==> src/hsc_pkg.sv <==
// shared types, codes and helper function of the heightmap splat classifier
package hsc_pkg;

  // operation codes carried from the front to the back
  localparam logic [1:0] OP_CLEAR = 2'd0;
  localparam logic [1:0] OP_DROP  = 2'd1;
  localparam logic [1:0] OP_READ  = 2'd2;
  localparam logic [1:0] OP_NOP   = 2'd3;

  // configuration register indexes
  localparam logic [2:0] CFG_GRID_WIDTH   = 3'd0;
  localparam logic [2:0] CFG_GRID_HEIGHT  = 3'd1;
  localparam logic [2:0] CFG_WATER_LEVEL  = 3'd2;
  localparam logic [2:0] CFG_SPLAT_RADIUS = 3'd3;
  localparam logic [2:0] CFG_SPLAT_POWER  = 3'd4;

  // terrain classes
  localparam logic [2:0] CLS_DEEP     = 3'd0;
  localparam logic [2:0] CLS_SHALLOW  = 3'd1;
  localparam logic [2:0] CLS_COAST    = 3'd2;
  localparam logic [2:0] CLS_PLAINS   = 3'd3;
  localparam logic [2:0] CLS_FOREST   = 3'd4;
  localparam logic [2:0] CLS_MOUNTAIN = 3'd5;

  // output field widths
  localparam int RAW_W = 24;

  // floor(n/100) as (n*RECIP_100) >> RECIP_SHIFT, exact for n below 2^15
  localparam logic [12:0] RECIP_100   = 13'd5243;
  localparam int          RECIP_SHIFT = 19;

  typedef struct packed {
    logic [1:0] op;
    logic [5:0] x_pos;
    logic [5:0] y_pos;
  } cmd_t;

  typedef struct packed {
    logic [6:0] grid_width;
    logic [6:0] grid_height;
    logic [7:0] water_level;
    logic [3:0] splat_radius;
    logic [7:0] splat_power;
  } cfg_t;

  // floor square root of an 8-bit value, compare against every square
  function automatic logic [3:0] isqrt8(input logic [7:0] v);
    logic [3:0] r;
    r = '0;
    for (int i = 1; i < 16; i++) begin
      if (int'(v) >= i * i) r = 4'(i);
    end
    return r;
  endfunction

endpackage

==> src/hsc_front.sv <==
// front end: accepts input beats, decodes the operation, queues commands
module hsc_front (
  input  logic              clk,
  input  logic              rst_n,
  input  logic              in_valid,
  output logic              in_ready,
  input  logic [1:0]        in_func,
  input  logic [5:0]        in_x_pos,
  input  logic [5:0]        in_y_pos,
  output logic              cmd_valid,
  input  logic              cmd_ready,
  output hsc_pkg::cmd_t     cmd
);

  hsc_pkg::cmd_t q_r [2];
  logic          wr_ptr_r, wr_ptr_nxt;
  logic          rd_ptr_r, rd_ptr_nxt;
  logic [1:0]    cnt_r, cnt_nxt;
  logic          push, pop;
  hsc_pkg::cmd_t dec;

  // decode the function code
  always_comb begin
    dec.x_pos = in_x_pos;
    dec.y_pos = in_y_pos;
    unique case (in_func)
      2'd0:    dec.op = hsc_pkg::OP_CLEAR;
      2'd1:    dec.op = hsc_pkg::OP_DROP;
      2'd2:    dec.op = hsc_pkg::OP_READ;
      default: dec.op = hsc_pkg::OP_NOP;
    endcase
  end

  assign in_ready  = (cnt_r != 2'd2);
  assign cmd_valid = (cnt_r != 2'd0);
  assign cmd       = q_r[rd_ptr_r];
  assign push      = in_valid && in_ready;
  assign pop       = cmd_valid && cmd_ready;

  // queue pointers and fill count
  always_comb begin
    wr_ptr_nxt = push ? ~wr_ptr_r : wr_ptr_r;
    rd_ptr_nxt = pop ? ~rd_ptr_r : rd_ptr_r;
    cnt_nxt    = cnt_r + 2'(push) - 2'(pop);
  end

  always_ff @(posedge clk) begin
    if (!rst_n) begin
      wr_ptr_r <= 1'b0;
      rd_ptr_r <= 1'b0;
      cnt_r    <= 2'd0;
    end else begin
      wr_ptr_r <= wr_ptr_nxt;
      rd_ptr_r <= rd_ptr_nxt;
      cnt_r    <= cnt_nxt;
    end
  end

  // queue storage
  always_ff @(posedge clk) begin
    if (push) q_r[wr_ptr_r] <= dec;
  end

endmodule

==> config.mk <==
export PLATFORM = sky130hd
export DESIGN_NAME = hsc_front
export DESIGN_NICKNAME = d
export VERILOG_FILES = /design/src/hsc_pkg.sv /design/src/hsc_front.sv
export SDC_FILE = /design/constraint.sdc
export NUM_CORES = 1
export LEC_CHECK = 0
export ABC_AREA = 0
export BUFFER_PORTS_ARGS = -buffer_cell sky130_fd_sc_hd__buf_2
export CORE_ASPECT_RATIO = 0.6
export CORE_MARGIN = 3
export CORE_UTILIZATION = 50
export CTS_CLUSTER_SIZE = 25
export DETAILED_ROUTE_END_ITERATION = 12
export PLACE_DENSITY = 0.77
export SLEW_MARGIN = 20
export SYNTH_ARGS = -nofsm -noshare
export SYNTH_HDL_FRONTEND = slang
export SYNTH_SLANG_ARGS = --single-unit
==> constraint.sdc <==
create_clock -name clk -period 1.8 [get_ports clk]
set_clock_uncertainty 0.1 [all_clocks]
set_input_delay 0.36 -clock clk [delete_from_list [all_inputs] [get_ports clk]]
set_output_delay 0.36 -clock clk [all_outputs]
set_load 0.005 [all_outputs]
==> impl_metrics.json <==
{
  "status": "completed",
  "hp-class": "input pin to flop",
  "initial_utilization_pct": 55.40,
  "clk_pin_slew_ps": 60,
  "dp_hpwl_microns": 1399,
  "antenna_left": 0,
  "dp.cells": 133,
  "ir_drop_mv": 0.6664,
  "syn_inst": 69,
  "max_freq_mhz": 582.1,
  "synthToLayoutAreaGrowth_pct": 24.88,
  "reg2reg_depth": 8,
  "overflow": 0,
  "nNetsFinal": 130,
  "cts.htree.levels": 2,
  "cts_tree": "yes",
  "grt_pass1_wl_microns": 3194,
  "cp_max_fo": 4,
  "numCtsBuffers": 5,
  "drv_slew": 0,
  "hold_start": "in_y_pos[5]",
  "clock_latency_ps": 270,
  "critical_path_class": "flop to flop",
  "instances_no_fill": 141,
  "crit_path_end_kind": "flop",
  "fill_cells": 156,
  "vias_per_cell": 4.766,
  "drc": 0,
  "cts.sinks": 33,
  "die_width_microns": 70.61,
  "post-route-util_pct": 69.18,
  "gr-usage-all-layers_pct": 14.14,
  "place_congestion": 0.7301,
  "antenna_found_initial": 0,
  "drv_cap": 0,
  "pre_cts_slack_ps": 60.30,
  "min_period_ps": 1718,
  "wl_per_cell_microns": 14.49,
  "fin_tns_setup_ps": 0,
  "rows": 13,
  "maxSlewHeadroom_pct": 86.45,
  "r2r-end": "cnt_r[1]$_SDFF_PN0_",
  "drive_gt1_share_pct": 55.86,
  "max_slew.worst_pin.slew_ps": 201.7,
  "synthesis.area_sq_mm": 0.001252,
  "grt_pass1_vias": 729,
  "ctsHoldBuffers": 0,
  "yosys_warnings": 0,
  "dr.pass1.iters": 4,
  "synth-seq-cells": 33,
  "io_buffers": 33,
  "routed_wirelength_microns": 2043,
  "core_sq_mm": 0.002261,
  "cp_data_required_time_ps": 1870,
  "start_kind": "flop",
  "finalSetupViolations": 0,
  "ys_seq_area_share_pct": 75.12,
  "grt_max_degree": 15,
  "die_h_microns": 44.77,
  "syn-num-nets": 89,
  "hold-path-endpoint": "q_r[1][5]$_DFFE_PP_",
  "avgSynthCellArea_sq_um": 18.15,
  "p_leak_nw": 0.6174,
  "diodes": 0,
  "ctsRootBufferMaster": "clkbuf_8",
  "min_path_cells": 1,
  "r2r-start": "cnt_r[0]$_SDFF_PN0_",
  "finalHoldViolCount": 0,
  "layout_setup_ws_ps": 82.11,
  "total_power_w": 0.002094,
  "crit_arrival_ps": 1790,
  "power_density_mw_per_mm2": 1339,
  "max-clock-path-buffers": 2,
  "fin_crit_sh_pct": 95.44,
  "synth_cell_types": 17,
  "dieArea_sq_mm": 0.003161,
  "drt-initial-drc-count": 24,
  "vias": 672,
  "floorplan.io_pins": 34,
  "r2r_slack_ps": 80
}
## synthesized netlist by cell type, drive strengths merged
cell / count / area (sq um)
edfxtp: 28 / 840.8
mux2: 14 / 157.7
dfxtp: 5 / 100.1
xnor2: 3 / 26.28
and2: 2 / 12.51
clkbuf: 2 / 7.510
ha: 2 / 25.02
nand2: 2 / 7.510
nand2b: 2 / 12.51
nor2b: 2 / 12.51
and3: 1 / 6.260
buf: 1 / 11.26
inv: 1 / 3.750
mux2i: 1 / 10.01
nor2: 1 / 3.750
o21a: 1 / 8.760
or2: 1 / 6.260
## routing by layer
metal | wire [microns] | global-route usage (%) | vias up
met1 | 937 | 16.25 | 314
li1 | - | - | 332
met5 | 0 | 0 | -
met2 | 988 | 23.61 | 26
met4 | 0 | 4.494 | 0
met3 | 117 | 7.333 | 0
## power by group
group          total (W)  leakage, nW  internal, W  switching [W]
logic           0.000560        0.274     0.000319       0.000242
registers        0.00103        0.304     0.000972      0.0000562
clock network   0.000505       0.0399     0.000268       0.000236
total            0.00209        0.617      0.00156       0.000534
## what timing repair did
item,CTS,global route
endpoints found under the setup margin,0,1
buffers inserted,0,0
resized for setup,0,4
## layout make-up
type | count | area, sq um | share of cell area, %
clock buffers | 7 | 76.32 | 4.880
flip-flops and latches | 33 | 943.4 | 60.32
multi-input cells | 32 | 304.0 | 19.44
inverters | 1 | 3.754 | 0.2400
clock inverters | 1 | 3.754 | 0.2400
repair buffers | 37 | 195.2 | 12.48
well taps | 30 | 37.54 | 2.400
## critical path, stage by stage, from the launching register on
cell,delay (ps)
dfxtp_2,360
nand2b_4,140
nand2_1,100
ha_1,280
inv_1,40
ha_1,200
xnor2_2,140
xnor2_1,120
and2_1,150
## how the worst max path moves through the flow
stage / start / end / slack [ps] / cells past startpoint
finish: cnt_r[0]$_SDFF_PN0_ / cnt_r[1]$_SDFF_PN0_ / 80 / 8
global route: cnt_r[0]$_SDFF_PN0_ / cnt_r[1]$_SDFF_PN0_ / -20 / 8
CTS: cnt_r[0]$_SDFF_PN0_ / cnt_r[1]$_SDFF_PN0_ / 50 / 8
detailed placement: cnt_r[0]$_SDFF_PN0_ / cnt_r[1]$_SDFF_PN0_ / 60 / 8
global placement: cnt_r[0]$_SDFF_PN0_ / cnt_r[1]$_SDFF_PN0_ / 130 / 8
floorplan: cnt_r[0]$_SDFF_PN0_ / q_r[0][0]$_DFFE_PP_ / 100 / 3
## registers in the layout, indices dropped and copies added, names as in the netlist, named ones only
| signal | cells |
|---|---|
| q_r | 28 |
| cnt_r | 2 |
| rd_ptr_r | 1 |
| wr_ptr_r | 1 |
## placed cells by master (no fill, tap or decap), types with 3 or more instances in the layout
| cell | n |
|---|---|
| buf_2 | 33 |
| dfxtp_1 | 3 |
| buf_4 | 4 |
| edfxtp_1 | 28 |
| mux2_2 | 14 |
| clkbuf_8 | 5 |
## logic make-up (layout without fill, tap and decap cells)
family | count (synthesis) | in the layout | synth area share, %
xor+xnor | 3 | 3 | 2.098
simple gates | 11 | 11 | 4.895
buf+inv | 4 | 46 | 1.798
flops | 33 | 33 | 75.13
fa+ha+maj | 2 | 2 | 1.998
mux | 15 | 15 | 13.39
compound gates | 1 | 1 | 0.6994
## through the flow
stage,hold slack [ps],instance area [sq um]
2_1_floorplan,354.9,1252
3_5_place_dp,397.7,1466
4_1_cts,160.7,1546
5_1_grt,161.1,1564
3_3_place_gp,379.0,1466
6_report,166.1,1564
Note: power is estimated with default switching activity, not from simulation.
